==> config.mk <==
export PLATFORM = sky130hd
export DESIGN_NAME = stepper_trapezoid_ramp_core
export DESIGN_NICKNAME = d
export VERILOG_FILES = /design/src/sv/stpr_pkg.sv /design/src/sv/stepper_trapezoid_ramp_core.sv /design/src/sv/stpr_div.sv
export VERILOG_INCLUDE_DIRS = /design/src /design/src/sv
export SDC_FILE = /design/constraint.sdc
export NUM_CORES = 2
export LEC_CHECK = 0
export BUFFER_PORTS_ARGS = -buffer_cell sky130_fd_sc_hd__buf_2
export CAP_MARGIN = 5
export CORE_MARGIN = 2
export CORE_UTILIZATION = 55
export DETAILED_ROUTE_END_ITERATION = 16
export PLACE_DENSITY = 0.71
export SETUP_SLACK_MARGIN = 0.1
export SYNTH_ARGS = -nofsm -noshare
export SYNTH_HDL_FRONTEND = slang
export SYNTH_SLANG_ARGS = --single-unit
==> constraint.sdc <==
create_clock -name clk -period 12.04 [get_ports clk]
set_clock_uncertainty 0.15 [all_clocks]
set_input_delay 3.01 -clock clk [delete_from_list [all_inputs] [get_ports clk]]
set_output_delay 3.01 -clock clk [all_outputs]
set_load 0.02 [all_outputs]
==> src/sv/stepper_trapezoid_ramp_core_macros.svh <==
// ---------------------------------------------------------------------------
// Assertion macros for the stepper trapezoid ramp core
// Shared property forms; each use expects clk and rst_n in scope.
// ---------------------------------------------------------------------------
`ifndef STEPPER_TRAPEZOID_RAMP_CORE_MACROS_SVH
`define STEPPER_TRAPEZOID_RAMP_CORE_MACROS_SVH

// Consequent must hold in the same cycle as the antecedent.
`define STPR_ASSERT_NOW(lbl, ante, cons, msg) \
  lbl: assert property (@(posedge clk) disable iff (!rst_n) (ante) |-> (cons)) \
    else $error(msg);

// Consequent must hold in the cycle after the antecedent.
`define STPR_ASSERT_NEXT(lbl, ante, cons, msg) \
  lbl: assert property (@(posedge clk) disable iff (!rst_n) (ante) |=> (cons)) \
    else $error(msg);

`endif

==> src/sv/stpr_pkg.sv <==
// ---------------------------------------------------------------------------
// stpr_pkg
// Shared widths, codes and types of the stepper trapezoid ramp core.
// ---------------------------------------------------------------------------
`timescale 1ns / 1ps

package stpr_pkg;

  // Divider operand widths: widest dividend is a 32x16 product, widest
  // divisor is the magnitude of 4n+1 for a 32-bit signed n.
  localparam int DVD_W = 48;
  localparam int DVS_W = 34;

  typedef logic [DVD_W-1:0] dvd_t;
  typedef logic [DVS_W-1:0] dvs_t;

  // Motion phases.
  localparam logic [1:0] PH_STOP  = 2'd0;
  localparam logic [1:0] PH_ACCEL = 2'd1;
  localparam logic [1:0] PH_RUN   = 2'd2;
  localparam logic [1:0] PH_DECEL = 2'd3;

  // Command kinds.
  localparam logic CMD_MOVE = 1'b0;
  localparam logic CMD_TICK = 1'b1;

  // Configuration register indexes.
  localparam logic [7:0] CFG_MIN_DELAY_SCALE   = 8'd0;
  localparam logic [7:0] CFG_FIRST_DELAY_SCALE = 8'd1;
  localparam logic [7:0] CFG_SQRT_NUMERATOR    = 8'd2;
  localparam logic [7:0] CFG_MAX_STEP_SCALE    = 8'd3;

endpackage

==> src/sv/stepper_trapezoid_ramp_core.sv <==
// ---------------------------------------------------------------------------
// stepper_trapezoid_ramp_core
// Trapezoidal step-rate generator built around one shared serial divider.
// ---------------------------------------------------------------------------
// A move runs five divides, a square root and two reciprocal multiplies; the
// fifth divide is skipped when the brake length follows the acceleration
// share. A one- or zero-step move, or a tick in stop or run, uses no divide;
// a tick in accel or decel uses one. One word is in flight at a time, and an
// output stall holds the sequencer in its done state.
// Reset (rst_n low, synchronous) stops the motor and loads default scales.
`timescale 1ns / 1ps

module stepper_trapezoid_ramp_core
  import stpr_pkg::*;
#(
  parameter int DELAY_BITS = 32
) (
  input  logic        clk,
  input  logic        rst_n,
  // Input stream.
  input  logic        in_tvalid,
  output logic        in_tready,
  // tdata, from bit 0: step_count_signed[23:0], accel_rate[39:24],
  // decel_rate[55:40], top_speed[71:56].
  input  logic [71:0] in_tdata,
  // tuser: cmd (0 move, 1 tick).
  input  logic        in_tuser,
  // Result stream.
  output logic        out_tvalid,
  input  logic        out_tready,
  // tdata, from bit 0: period_ticks[31:0], compare_ticks[62:32],
  // pulse_enable[63], direction[64], busy_res[65], phase[67:66], zero pad.
  output logic [71:0] out_tdata,
  // Configuration write channel.
  input  logic        cfg_valid,
  output logic        cfg_ready,
  input  logic [7:0]  cfg_index,
  input  logic [31:0] cfg_data
);

  // Largest delay the timer can take.
  localparam logic [49:0] DMAX = (50'd1 << DELAY_BITS) - 50'd1;

  // Division by 100 of a value below 2^32: drop two bits, then multiply by
  // ceil(2^36 / 25) and keep the bits from 36 up. This is exact over that range.
  localparam logic [31:0] RECIP_100 = 32'd2748779070;

  // Sequencer states.
  localparam logic [4:0] S_IDLE   = 5'd0;
  localparam logic [4:0] S_MV0    = 5'd1;
  localparam logic [4:0] S_MV1W   = 5'd2;
  localparam logic [4:0] S_SQW    = 5'd3;
  localparam logic [4:0] S_SQ     = 5'd4;
  localparam logic [4:0] S_SQ_END = 5'd5;
  localparam logic [4:0] S_FD_DIV = 5'd6;
  localparam logic [4:0] S_FD_W   = 5'd7;
  localparam logic [4:0] S_DV_DIV = 5'd8;
  localparam logic [4:0] S_DV_W   = 5'd9;
  localparam logic [4:0] S_TL_DIV = 5'd10;
  localparam logic [4:0] S_TL_W   = 5'd11;
  localparam logic [4:0] S_AL_DIV = 5'd12;
  localparam logic [4:0] S_AL_W   = 5'd13;
  localparam logic [4:0] S_BL_DIV = 5'd14;
  localparam logic [4:0] S_BL_W   = 5'd15;
  localparam logic [4:0] S_MV_END = 5'd16;
  localparam logic [4:0] S_TK0    = 5'd17;
  localparam logic [4:0] S_TK_W   = 5'd18;
  localparam logic [4:0] S_DONE   = 5'd19;

  // Clamp a signed value into the delay range.
  function automatic logic [DELAY_BITS-1:0] sat_delay(input logic signed [49:0] v);
    logic [DELAY_BITS-1:0] res;
    if (v < 0) begin
      res = '0;
    end else if ($unsigned(v) > DMAX) begin
      res = DMAX[DELAY_BITS-1:0];
    end else begin
      res = v[DELAY_BITS-1:0];
    end
    return res;
  endfunction

  logic [4:0]            state_r;

  // Scale registers.
  logic [31:0]           cfg_min_scale_r;
  logic [15:0]           cfg_fd_scale_r;
  logic [31:0]           cfg_sq_num_r;
  logic [15:0]           cfg_ms_scale_r;

  // Ramp state.
  logic [1:0]            phase_r;
  logic                  dir_r;
  logic                  busy_r;
  logic [DELAY_BITS-1:0] delay_r;
  logic [DELAY_BITS-1:0] min_delay_r;
  logic [DELAY_BITS-1:0] last_delay_r;
  logic [31:0]           ramp_r;
  logic [31:0]           brake_len_r;
  logic [31:0]           brake_start_r;
  logic [31:0]           steps_done_r;
  logic [31:0]           rem_r;

  // Move operands and intermediate results.
  logic [23:0]           op_steps_r;
  logic [15:0]           op_acc_r;
  logic [15:0]           op_dec_r;
  logic [15:0]           op_spd_r;
  logic [63:0]           mul_r;
  logic [31:0]           divq_r;
  logic [31:0]           top_lim_r;
  logic [31:0]           blen_r;
  logic                  den_neg_r;
  logic [31:0]           sq_rem_r;
  logic [31:0]           sq_res_r;
  logic [30:0]           sq_bit_r;

  // Result staging and output register.
  logic [31:0]           pend_period_r;
  logic [30:0]           pend_cmp_r;
  logic                  pend_pe_r;
  logic                  out_valid_r;
  logic [31:0]           out_period_r;
  logic [30:0]           out_cmp_r;
  logic                  out_pe_r;
  logic                  out_dir_r;
  logic                  out_busy_r;
  logic [1:0]            out_phase_r;

  // Shared divider and multiplier.
  logic                  div_start;
  dvd_t                  div_dvd;
  dvs_t                  div_dvs;
  logic                  div_done;
  dvd_t                  div_q;
  dvs_t                  div_r;
  logic [31:0]           mul_a;
  logic [31:0]           mul_b;
  logic [27:0]           recip_q;

  // Input decode.
  logic                  in_acc;
  logic [23:0]           raw_steps;
  logic [23:0]           abs_steps;
  logic [15:0]           in_acc_rate;
  logic [15:0]           in_dec_rate;
  logic [15:0]           in_spd;

  // Square root step, tick recurrence and move helpers.
  logic [32:0]           sq_trial;
  logic                  sq_take;
  logic [31:0]           sq_root;
  logic [31:0]           n_next;
  logic signed [34:0]    den_s;
  logic [33:0]           den_abs;
  logic [33:0]           tick_num;
  logic [31:0]           sd_inc;
  logic signed [49:0]    q_signed;
  logic [DELAY_BITS-1:0] tick_next;
  logic [31:0]           rem_sat;
  logic [31:0]           q_nz;

  stpr_div u_div (
    .clk       (clk),
    .rst_n     (rst_n),
    .start     (div_start),
    .dividend  (div_dvd),
    .divisor   (div_dvs),
    .done      (div_done),
    .quotient  (div_q),
    .remainder (div_r)
  );

  assign in_tready = (state_r == S_IDLE);
  assign in_acc    = in_tvalid && in_tready;
  assign cfg_ready = 1'b1;

  assign raw_steps   = in_tdata[23:0];
  assign abs_steps   = raw_steps[23] ? 24'(25'h1000000 - {1'b0, raw_steps}) : raw_steps;
  // A zero rate or speed counts as one.
  assign in_acc_rate = (in_tdata[39:24] == '0) ? 16'd1 : in_tdata[39:24];
  assign in_dec_rate = (in_tdata[55:40] == '0) ? 16'd1 : in_tdata[55:40];
  assign in_spd      = (in_tdata[71:56] == '0) ? 16'd1 : in_tdata[71:56];

  // One bit-pair of the square root per cycle.
  assign sq_trial = {1'b0, sq_res_r} + {2'b00, sq_bit_r};
  assign sq_take  = (sq_trial <= {1'b0, sq_rem_r});
  assign sq_root  = (sq_res_r < sq_rem_r) ? sq_res_r + 32'd1 : sq_res_r;

  // Ramp recurrence divisor 4n+1 with n the incremented ramp index; it is
  // negative during braking, so its magnitude goes to the divider.
  assign n_next   = ramp_r + 32'd1;
  assign den_s    = {n_next[31], n_next, 2'b01};
  assign den_abs  = den_s[34] ? 34'(-den_s) : den_s[33:0];
  assign tick_num = {1'b0, 33'(delay_r)} + {1'b0, 33'(delay_r)} + {2'b00, rem_r};
  assign sd_inc   = steps_done_r + 32'd1;

  // Truncating signed division: the quotient takes the divisor's sign and
  // the remainder stays non-negative since the dividend is.
  assign q_signed  = den_neg_r ? -$signed({2'b00, div_q}) : $signed({2'b00, div_q});
  assign tick_next = sat_delay($signed({18'd0, 32'(delay_r)}) - q_signed);
  assign rem_sat   = (div_r[33:32] != 2'b00) ? 32'hFFFF_FFFF : div_r[31:0];
  assign q_nz      = (div_q == '0) ? 32'd1 : div_q[31:0];

  // Quotient of the last reciprocal multiply.
  assign recip_q = mul_r[63:36];

  // Divider operand selection.
  always_comb begin
    div_start = 1'b0;
    div_dvd   = '0;
    div_dvs   = 34'd1;
    unique case (state_r)
      S_MV0: begin
        if (op_steps_r > 24'd1) begin
          div_start = 1'b1;
          div_dvd   = DVD_W'(cfg_min_scale_r);
          div_dvs   = DVS_W'(op_spd_r);
        end
      end
      S_MV1W: begin
        if (div_done) begin
          div_start = 1'b1;
          div_dvd   = DVD_W'(cfg_sq_num_r);
          div_dvs   = DVS_W'(op_acc_r);
        end
      end
      S_TL_DIV: begin
        div_start = 1'b1;
        div_dvd   = mul_r[DVD_W-1:0];
        div_dvs   = DVS_W'(divq_r);
      end
      S_AL_DIV: begin
        div_start = 1'b1;
        div_dvd   = mul_r[DVD_W-1:0];
        div_dvs   = DVS_W'({1'b0, op_acc_r} + {1'b0, op_dec_r});
      end
      S_BL_DIV: begin
        div_start = 1'b1;
        div_dvd   = mul_r[DVD_W-1:0];
        div_dvs   = DVS_W'(op_dec_r);
      end
      S_TK0: begin
        if (phase_r == PH_ACCEL || phase_r == PH_DECEL) begin
          div_start = 1'b1;
          div_dvd   = DVD_W'(tick_num);
          div_dvs   = den_abs;
        end
      end
      default: begin
        div_start = 1'b0;
      end
    endcase
  end

  // Multiplier operand selection; the product is registered every cycle
  // and picked up by the state that follows.
  always_comb begin
    mul_a = '0;
    mul_b = '0;
    unique case (state_r)
      S_SQ_END: begin
        mul_a = 32'(cfg_fd_scale_r);
        mul_b = sq_root;
      end
      S_FD_DIV, S_DV_DIV: begin
        // The product just formed is below 2^32; divide it by 100.
        mul_a = RECIP_100;
        mul_b = {2'b00, mul_r[31:2]};
      end
      S_FD_W: begin
        mul_a = 32'(cfg_ms_scale_r);
        mul_b = 32'(op_acc_r);
      end
      S_DV_W: begin
        mul_a = 32'(op_spd_r);
        mul_b = 32'(op_spd_r);
      end
      S_TL_W: begin
        mul_a = 32'(op_dec_r);
        mul_b = 32'(op_steps_r);
      end
      S_AL_W: begin
        mul_a = top_lim_r;
        mul_b = 32'(op_acc_r);
      end
      default: begin
        mul_a = '0;
      end
    endcase
  end

  always_ff @(posedge clk) begin
    mul_r <= mul_a * mul_b;
  end

  // Configuration registers.
  always_ff @(posedge clk) begin
    if (!rst_n) begin
      cfg_min_scale_r <= 32'd3141592;
      cfg_fd_scale_r  <= 16'd6760;
      cfg_sq_num_r    <= 32'd628318530;
      cfg_ms_scale_r  <= 16'd628;
    end else if (cfg_valid && cfg_ready) begin
      unique case (cfg_index)
        CFG_MIN_DELAY_SCALE:   cfg_min_scale_r <= cfg_data;
        CFG_FIRST_DELAY_SCALE: cfg_fd_scale_r  <= cfg_data[15:0];
        CFG_SQRT_NUMERATOR:    cfg_sq_num_r    <= cfg_data;
        CFG_MAX_STEP_SCALE:    cfg_ms_scale_r  <= cfg_data[15:0];
        default: ;
      endcase
    end
  end

  // Sequencer and ramp state.
  always_ff @(posedge clk) begin
    if (!rst_n) begin
      state_r       <= S_IDLE;
      phase_r       <= PH_STOP;
      dir_r         <= 1'b0;
      busy_r        <= 1'b0;
      delay_r       <= '0;
      min_delay_r   <= '0;
      last_delay_r  <= '0;
      ramp_r        <= '0;
      brake_len_r   <= '0;
      brake_start_r <= '0;
      steps_done_r  <= '0;
      rem_r         <= '0;
      out_valid_r   <= 1'b0;
    end else begin
      // The done state reloads the output register itself.
      if (out_valid_r && out_tready && state_r != S_DONE) begin
        out_valid_r <= 1'b0;
      end
      unique case (state_r)
        S_IDLE: begin
          if (in_acc) begin
            if (in_tuser == CMD_MOVE) begin
              op_steps_r    <= abs_steps;
              op_acc_r      <= in_acc_rate;
              op_dec_r      <= in_dec_rate;
              op_spd_r      <= in_spd;
              dir_r         <= raw_steps[23];
              pend_period_r <= 32'd20;
              pend_cmp_r    <= 31'd10;
              pend_pe_r     <= 1'b0;
              state_r       <= S_MV0;
            end else begin
              pend_period_r <= 32'(delay_r);
              pend_cmp_r    <= 31'(delay_r >> 1);
              pend_pe_r     <= (phase_r != PH_STOP);
              state_r       <= S_TK0;
            end
          end
        end
        S_MV0: begin
          if (op_steps_r == 24'd1) begin
            // A single step brakes at once from a fixed delay.
            ramp_r       <= 32'hFFFF_FFFF;
            phase_r      <= PH_DECEL;
            delay_r      <= sat_delay(50'sd1000);
            busy_r       <= 1'b1;
            steps_done_r <= '0;
            rem_r        <= '0;
            state_r      <= S_DONE;
          end else if (op_steps_r == 24'd0) begin
            // An empty move only sets the direction.
            pend_period_r <= '0;
            pend_cmp_r    <= '0;
            state_r       <= S_DONE;
          end else begin
            state_r <= S_MV1W;
          end
        end
        S_MV1W: begin
          if (div_done) begin
            min_delay_r <= sat_delay($signed({2'b00, div_q}));
            state_r     <= S_SQW;
          end
        end
        S_SQW: begin
          if (div_done) begin
            sq_rem_r <= div_q[31:0];
            sq_res_r <= '0;
            sq_bit_r <= 31'h4000_0000;
            state_r  <= S_SQ;
          end
        end
        S_SQ: begin
          if (sq_take) begin
            sq_rem_r <= sq_rem_r - sq_trial[31:0];
          end
          sq_res_r <= (sq_res_r >> 1) + (sq_take ? 32'(sq_bit_r) : 32'd0);
          sq_bit_r <= sq_bit_r >> 2;
          if (sq_bit_r == 31'd1) begin
            state_r <= S_SQ_END;
          end
        end
        S_SQ_END: begin
          state_r <= S_FD_DIV;
        end
        S_FD_DIV: begin
          state_r <= S_FD_W;
        end
        S_FD_W: begin
          delay_r <= sat_delay($signed({22'd0, recip_q}));
          state_r <= S_DV_DIV;
        end
        S_DV_DIV: begin
          state_r <= S_DV_W;
        end
        S_DV_W: begin
          divq_r  <= (recip_q == '0) ? 32'd1 : 32'(recip_q);
          state_r <= S_TL_DIV;
        end
        S_TL_DIV: begin
          state_r <= S_TL_W;
        end
        S_TL_W: begin
          if (div_done) begin
            top_lim_r <= q_nz;
            state_r   <= S_AL_DIV;
          end
        end
        S_AL_DIV: begin
          state_r <= S_AL_W;
        end
        S_AL_W: begin
          if (div_done) begin
            // A short move brakes after its acceleration share; a long one
            // brakes for a length set by the speed reached.
            if (q_nz <= top_lim_r) begin
              blen_r  <= q_nz - 32'(op_steps_r);
              state_r <= S_MV_END;
            end else begin
              state_r <= S_BL_DIV;
            end
          end
        end
        S_BL_DIV: begin
          state_r <= S_BL_W;
        end
        S_BL_W: begin
          if (div_done) begin
            blen_r  <= (div_q == '0) ? 32'hFFFF_FFFF : -div_q[31:0];
            state_r <= S_MV_END;
          end
        end
        S_MV_END: begin
          brake_len_r   <= blen_r;
          brake_start_r <= 32'(op_steps_r) + blen_r;
          if (delay_r <= min_delay_r) begin
            delay_r <= min_delay_r;
            phase_r <= PH_RUN;
          end else begin
            phase_r <= PH_ACCEL;
          end
          ramp_r       <= '0;
          steps_done_r <= '0;
          rem_r        <= '0;
          busy_r       <= 1'b1;
          state_r      <= S_DONE;
        end
        S_TK0: begin
          unique case (phase_r)
            PH_STOP: begin
              steps_done_r <= '0;
              rem_r        <= '0;
              busy_r       <= 1'b0;
              state_r      <= S_DONE;
            end
            PH_RUN: begin
              steps_done_r <= sd_inc;
              if (sd_inc >= brake_start_r) begin
                ramp_r  <= brake_len_r;
                delay_r <= last_delay_r;
                phase_r <= PH_DECEL;
              end else begin
                delay_r <= min_delay_r;
              end
              state_r <= S_DONE;
            end
            PH_ACCEL, PH_DECEL: begin
              steps_done_r <= sd_inc;
              ramp_r       <= n_next;
              den_neg_r    <= den_s[34];
              state_r      <= S_TK_W;
            end
            default: begin
              state_r <= S_DONE;
            end
          endcase
        end
        S_TK_W: begin
          if (div_done) begin
            rem_r   <= rem_sat;
            delay_r <= tick_next;
            state_r <= S_DONE;
            if (phase_r == PH_ACCEL) begin
              if (steps_done_r >= brake_start_r) begin
                ramp_r  <= brake_len_r;
                phase_r <= PH_DECEL;
              end else if (tick_next <= min_delay_r) begin
                // Top speed reached: cruise, keep the ramp delay for braking.
                last_delay_r <= tick_next;
                delay_r      <= min_delay_r;
                rem_r        <= '0;
                phase_r      <= PH_RUN;
              end
            end else if (!ramp_r[31]) begin
              phase_r <= PH_STOP;
            end
          end
        end
        S_DONE: begin
          if (!out_valid_r || out_tready) begin
            out_valid_r  <= 1'b1;
            out_period_r <= pend_period_r;
            out_cmp_r    <= pend_cmp_r;
            out_pe_r     <= pend_pe_r;
            out_dir_r    <= dir_r;
            out_busy_r   <= busy_r;
            out_phase_r  <= phase_r;
            state_r      <= S_IDLE;
          end
        end
        default: begin
          state_r <= S_IDLE;
        end
      endcase
    end
  end

  assign out_tvalid = out_valid_r;
  assign out_tdata  = {4'b0000, out_phase_r, out_busy_r, out_dir_r, out_pe_r,
                       out_cmp_r, out_period_r};

endmodule

==> src/sv/stpr_div.sv <==
// ---------------------------------------------------------------------------
// stpr_div
// Shared radix-2 restoring divider, one quotient bit per cycle.
// ---------------------------------------------------------------------------
`timescale 1ns / 1ps
`include "stepper_trapezoid_ramp_core_macros.svh"

module stpr_div
  import stpr_pkg::*;
(
  input  logic clk,
  input  logic rst_n,
  input  logic start,
  input  dvd_t dividend,
  input  dvs_t divisor,
  output logic done,
  output dvd_t quotient,
  output dvs_t remainder
);

  localparam int CNT_W = $clog2(DVD_W + 1);

  logic             busy_r;
  logic             done_r;
  logic [CNT_W-1:0] cnt_r;
  dvd_t             quo_r;
  dvs_t             rem_r;
  dvs_t             dvs_r;
  logic [DVS_W:0]   trial;
  logic [DVS_W:0]   diff;
  logic             ge;

  assign trial = {rem_r, quo_r[DVD_W-1]};
  assign diff  = trial - {1'b0, dvs_r};
  assign ge    = (trial >= {1'b0, dvs_r});

  always_ff @(posedge clk) begin
    if (!rst_n) begin
      busy_r <= 1'b0;
      done_r <= 1'b0;
      cnt_r  <= '0;
    end else begin
      done_r <= 1'b0;
      if (start) begin
        busy_r <= 1'b1;
        cnt_r  <= CNT_W'(DVD_W);
      end else if (busy_r) begin
        cnt_r <= cnt_r - 1'b1;
        if (cnt_r == CNT_W'(1)) begin
          busy_r <= 1'b0;
          done_r <= 1'b1;
        end
      end
    end
  end

  always_ff @(posedge clk) begin
    if (start) begin
      quo_r <= dividend;
      rem_r <= '0;
      dvs_r <= divisor;
    end else if (busy_r) begin
      quo_r <= {quo_r[DVD_W-2:0], ge};
      rem_r <= ge ? diff[DVS_W-1:0] : trial[DVS_W-1:0];
    end
  end

  assign done      = done_r;
  assign quotient  = quo_r;
  assign remainder = rem_r;

  `STPR_ASSERT_NOW(a_no_restart, start, !busy_r, "divider restarted while busy")
  `STPR_ASSERT_NOW(a_rem_bound, busy_r, rem_r < dvs_r, "partial remainder not below divisor")
  `STPR_ASSERT_NEXT(a_start_busy, start, busy_r && !done_r, "divider did not begin after start")

endmodule
Word level (Yosys, flattened, before mapping) --
Cells that the tools add are included.
Word-level totals: register bits 946, latch bits 0, bits in writable memories 0, bits in read-only memories 0, output and inout port bits 75, logic and storage cells 302, memories kept 0
Cells by class: $add $sub $neg 18, $mul 1, div/mod/pow operators 0, $lt $le $gt $ge 12, equal/unequal tests 53, shift operators 0, mux-type cells 111, bitwise operators 4, reductions and logical operators 56
Operators by type and width (count):
- 2-to-1 mux 32 bit | 38
- case mux 32 bit (2 select lines) | 6
- case mux 32 bit (5 select lines) | 2
- case mux 32 bit (4 select lines) | 2
- case mux 34 bit (6 select lines) | 1
- case mux 32 bit (6 select lines) | 1
- case mux 48 bit (4 select lines) | 1
- 2-to-1 mux 31 bit | 6
- 2-to-1 mux 34 bit | 4
- case mux 31 bit (2 select lines) | 2
- case mux 5 bit (20 select lines) | 1
- adder 32 x 1 -> 32 bit (second input constant) | 3
- less-or-equal comparator 32 bit | 3
- 2-to-1 mux 48 bit | 2
- case mux 32 bit (3 select lines) | 1
- 2-to-1 mux 5 bit | 13
- greater-or-equal comparator 32 bit | 2
- multiplier 32 x 32 -> 64 bit | 1
- > comparator 50 x 32 -> 1 bit (second input constant) | 1
- < comparator 50 x 1 -> 1 bit (second input constant) | 1
- 2-to-1 mux 50 bit | 1
- negation 48 -> 50 bit | 1
- subtractor 33 x 50 -> 50 bit | 1
- > comparator 48 x 32 -> 1 bit (second input constant) | 1
- other kinds (67) | 160

Longest topological paths before layout --
depth after elaboration 12, depth in mapped cells 45, mapped depth without buffers 43

Cells and area by module --
Synthesis repeated with hierarchy kept, for this count alone.
Unflattened totals: cell total of the unflattened synthesis 10036, area, all modules 88234.6 um2
By module, submodules not included:
- stepper_trapezoid_ramp_core | instances 1, cells each 9397, area each 81379.3 um2, seq. area each 17987.3 um2
- stpr_div | instances 1, cells each 639, area each 6855.3 um2, seq. area each 3303.2 um2

Worst setup path after synthesis --
OpenSTA, ideal clock, no wires.
kind register to register, from register sq_res_r[12], to register mul_r[61], library setup time 72 ps, arrival 10788 ps, required time 11818 ps, path slack 1030 ps, stages on the path, launching flop included 42, buffers on the path 3, period minus slack after synthesis 11010 ps, cells stage by stage edfxtp_1 ha_1 and4_1 a21oi_1 nand2_1 a41o_1 a221o_1 a21oi_1 and4_1 clkbuf_1 nand3_1 xnor2_1 a221oi_1 clkbuf_1 nor2_1 fa_1 inv_1 fa_1 [6 not listed] fa_1 fa_1 inv_1 fa_1 inv_1 ha_1 clkbuf_1 a211o_1 a211oi_1 o21ai_0 a31o_2 a211o_1 a41o_1 and2_1 nor4_1 o21ai_0 a21oi_1 xnor2_1
On the way: cells in the longest elaborated chain, start to end 4, elaborated cells between the ends (all ways) 5, those cells by class add/sub: 1; mul: 1; order compare: 1; mux: 2
Ends and longest elaborated chain:
- from (decl) | line stepper_trapezoid_ramp_core.sv:115 | logic [31:0] sq_res_r;
- from (signal assigned) | line stepper_trapezoid_ramp_core.sv:394 | sq_res_r <= (sq_res_r >> 1) + (sq_take ? 32'(sq_bit_r) : 32'd0);
- adder 32 x 1 -> 32 bit or < comparator 32 bit (tied branches) | line stepper_trapezoid_ramp_core.sv:188 | assign sq_root = (sq_res_r < sq_rem_r) ? sq_res_r + 32'd1 : sq_res_r;
- 2-to-1 mux 32 bit (*) | line stepper_trapezoid_ramp_core.sv:188
- case mux 32 bit (5 select lines) (*) | line stepper_trapezoid_ramp_core.sv:261 | unique case (state_r)
- multiplier 32 x 32 -> 64 bit (*) | line stepper_trapezoid_ramp_core.sv:294 | mul_r <= mul_a * mul_b;
- to (signal assigned) | line stepper_trapezoid_ramp_core.sv:294
- to (decl) | line stepper_trapezoid_ramp_core.sv:109 | logic [63:0] mul_r;
Every way passes the cells marked *; elsewhere a longest branch is shown, timed or not. A chain may end at the register's enable or synchronous reset.

Worst setup path in the final report --
from register state_r[3], to register mul_r[63]
On the way: cells in the longest elaborated chain, start to end 4, elaborated cells between the ends (all ways) 12, those cells by class mul: 1; eq/ne: 7; mux: 2; reduce/logical: 2
Ends and longest elaborated chain:
- from (decl) | line stepper_trapezoid_ramp_core.sv:83 | logic [4:0] state_r;
- from (signal assigned) | line stepper_trapezoid_ramp_core.sv:318 | state_r <= S_IDLE;
- from (signal assigned) | line stepper_trapezoid_ramp_core.sv:348 | state_r <= S_MV0;
- from (signal assigned) | line stepper_trapezoid_ramp_core.sv:353 | state_r <= S_TK0;
- == test 5 x 4 -> 1 bit or == test 5 x 3 -> 1 bit (tied branches) | line stepper_trapezoid_ramp_core.sv:261
- OR reduction 2 bit, on equally long branches
- case mux 32 bit (6 select lines) or case mux 32 bit (5 select lines) (tied branches) | line stepper_trapezoid_ramp_core.sv:261
- multiplier 32 x 32 -> 64 bit (*) | line stepper_trapezoid_ramp_core.sv:294
Marked as above.

==> metrics <==
CTS root buf clkbuf_16; CP max stage cell a21boi_0; Final Max Tran Viols 0; static leakage 43.9 nW; Total GRT Usage 42.5%; row cnt 146; Synth area leaders fa_1 21%, edfxtp_1 14%, dfxtp_1 11%; vias in the first global route 76300; Die Width 403 µm; CP Launch Type flip-flop; largest net degree at the start of global routing 114; pwr dens 156 nW/µm²; global route overflow 0; full die area 162000 µm²; Skew-Pair Late Insertion Delay 0.77 ns; Synth top area share 20.6%; placed cell areas 92000 µm²; Port Buffers 187; peak supply drop 198 µV; Final Util 60.5%; largest family of logic cells by synthesized area adder cells; Top-Level Pins 193; count of hold-fix buffers inserted at cts 0; post-synthesis sequential area ratio 24.3%; Final ANT Viol Nets 0; layout cell share with drive strength beyond 1 8.77%; worst slack, placed -0.355 ns; Max Cap Violations 0; Setup-failing EPs final 0; Synth area leader fa_1; Worst EP arrival 11.99 ns; Min Hold Slack 0.270 ns; Post-route DRC 0; xor/xnor share of the synthesized area 4.80%; Ys Warns 0; EDFF count, synth 396; post-route cell area 95700 µm²; Final WS setup 0.511 ns; Starting Density 55.4%; Post-synth ARST share 0%; Simple-Gate Fraction of Synth Area 15.6%; CTS max path bufs 3; Final Hold Viols 0; Die Height 403 µm; min Tclk post-route 11.53 ns; Crit Path Max Fanout 16; Placer Congestion 1.07; nets@finish 11900; Core Area 158000 µm²; Clock Sinks 864; Commonest cells post-synth 1352 x inv_1, 1087 x nand2_1, 907 x nor2_1; outcome finished, final reports clean; Largest stage delay, worst path 1.01 ns; Worst Hold Class reg2reg; Vias per Instance 6.28; TritonRoute pass-1 iters 10; fmax 86.7 MHz; WP buf/inv 6; final WL 348000 µm; Syn Area/Cell 8.75 µm²; initial DRC count 8875; Synth Cell Area 87600 µm²; Fillers 14000; period utilization 95.8%; mean routed wirelength per cell 28.3 µm; CTS clock-pin slew for the worst setup and hold paths 0.07 ns; vias post-DR 77300; Worst Path Required 12.50 ns; initial antenna violation count 40; ys flop type dfxtp_1; number of distinct library cells after synthesis 96; CP delay by family, top compound AO/OA/AOI/OAI gates; Worst-Margin Slew 1.37 ns; RSZ-0062 raised after global routing no; DPL Wire Length 277000 µm; Num CTS Buffers 101; flop2flop setup slack 0.51 ns; post-synthesis mux area share 0.671%; H-Tree Level Count 3; total chip power 15.0 mW; count leader, synth inv_1; Synth-to-Final Area Change 9.21%; compound-gate portion of the synthesized area 15.1%; critical setup path kind reg2reg; Synth Register Bits 864; Rel. slew slack 7.88%; Synth Area in Adders 30.9%; CTS tree yes; first-pass GRT wire length 507000 µm; Cells after Synth 10000; CP endpoint kind flip-flop; cell repeated most along the worst path fa_1
[flip-flops by register name, indices dropped and copies added, names as in the netlist, 24 cells and up]
signal,count
u_div.dvs_r,33
brake_len_r,32
cfg_sq_num_r,32
min_delay_r,32
rem_r,32
out_period_r,32
ramp_r,32
op_steps_r,24
u_div.quotient,48
steps_done_r,32
blen_r,32
delay_r,32
top_lim_r,32
mul_r,64
u_div.remainder,34
sq_res_r,32
divq_r,28
cfg_min_scale_r,32
pend_cmp_r,29
last_delay_r,32
sq_rem_r,32
brake_start_r,32
[path summary, 6_finish.rpt]
kind                  start  cells past startpoint               end
max              state_r[3]                     33         mul_r[63]
min          pend_cmp_r[27]                      0  out_period_r[28]
max reg2reg      state_r[3]                     33         mul_r[63]
min reg2reg  pend_cmp_r[27]                      0  out_period_r[28]
[layer usage]
| metal | vias up | GRT usage [%] | wire length, µm |
|---|---|---|---|
| met2 | 4310 | 63.8 | 150000 |
| met1 | 38200 | 52.8 | 130000 |
| li1 | 33600 | - | - |
| met3 | 1124 | 12.7 | 39700 |
| met5 | - | 0.446 | 335 |
| met4 | 40 | 29.4 | 29000 |
[power breakdown]
group          internal (mW)  switching [mW]
Clock                   1.89            1.41
Sequential              3.69           0.529
Combinational           2.56            4.88
[logic make-up (layout without fill, tap and decap cells)]
family,count (synthesis),count (layout)
flops,864,864
fa+ha+maj,1621,1621
mux,58,58
other cells,2,139
simple gates,3019,3019
buf+inv,1975,2064
compound gates,1990,1990
xor+xnor,478,478
[placed cells by master (no fill, tap or decap), types with 54 or more instances in the layout]
cell type  synthesis  layout
inv_1           1352    1350
nand2_1         1087    1084
fa_1             903     903
nor2_1           907     897
ha_1             718     718
a21oi_1          583     577
dfxtp_1          468     467
edfxtp_1         396     396
o21ai_0          376     376
buf_4             39     324
xnor2_1          295     294
a21o_1           212     212
nand3_1          197     197
buf_2              6     186
xor2_1           181     181
nor3_1           150     143
and3_1           131     130
conb_1             2     121
clkbuf_16          0     103
and2_1            89      89
nand4_1           82      82
a31oi_1           76      75
nand2b_1          67      66
a222oi_1          63      63
o21a_1            62      61
nor2b_1           61      59
or2_2             54      54
nor4_1            56      54
[stage by stage]
stage	TNS [ns]	instances
6_report	0	12300
5_1_grt	0	12300
4_1_cts	0	12300
3_5_place_dp	-0.989	12100
3_3_place_gp	-0.140	12100
2_1_floorplan	0	10100
[what timing repair did]
item / in CTS / in global routing
endpoints found under the setup margin: 10 / 21
resized for setup: 4 / 12
buffers inserted: 0 / 2
pin swaps: 0 / 1
[final cells by class]
type / count / area, µm² / area share (%)
tap: 2072 / 2590 / 2.71
inverter: 1355 / 5090 / 5.33
timing repair buffer: 518 / 3500 / 3.66
antenna: 18 / 45.0 / 0.0471
clock buffer: 136 / 2840 / 2.97
clock inverter: 55 / 691 / 0.722
sequential: 864 / 21300 / 22.2
multi-input combinational: 7287 / 59600 / 62.3
(Power assumes the default switching activity.)
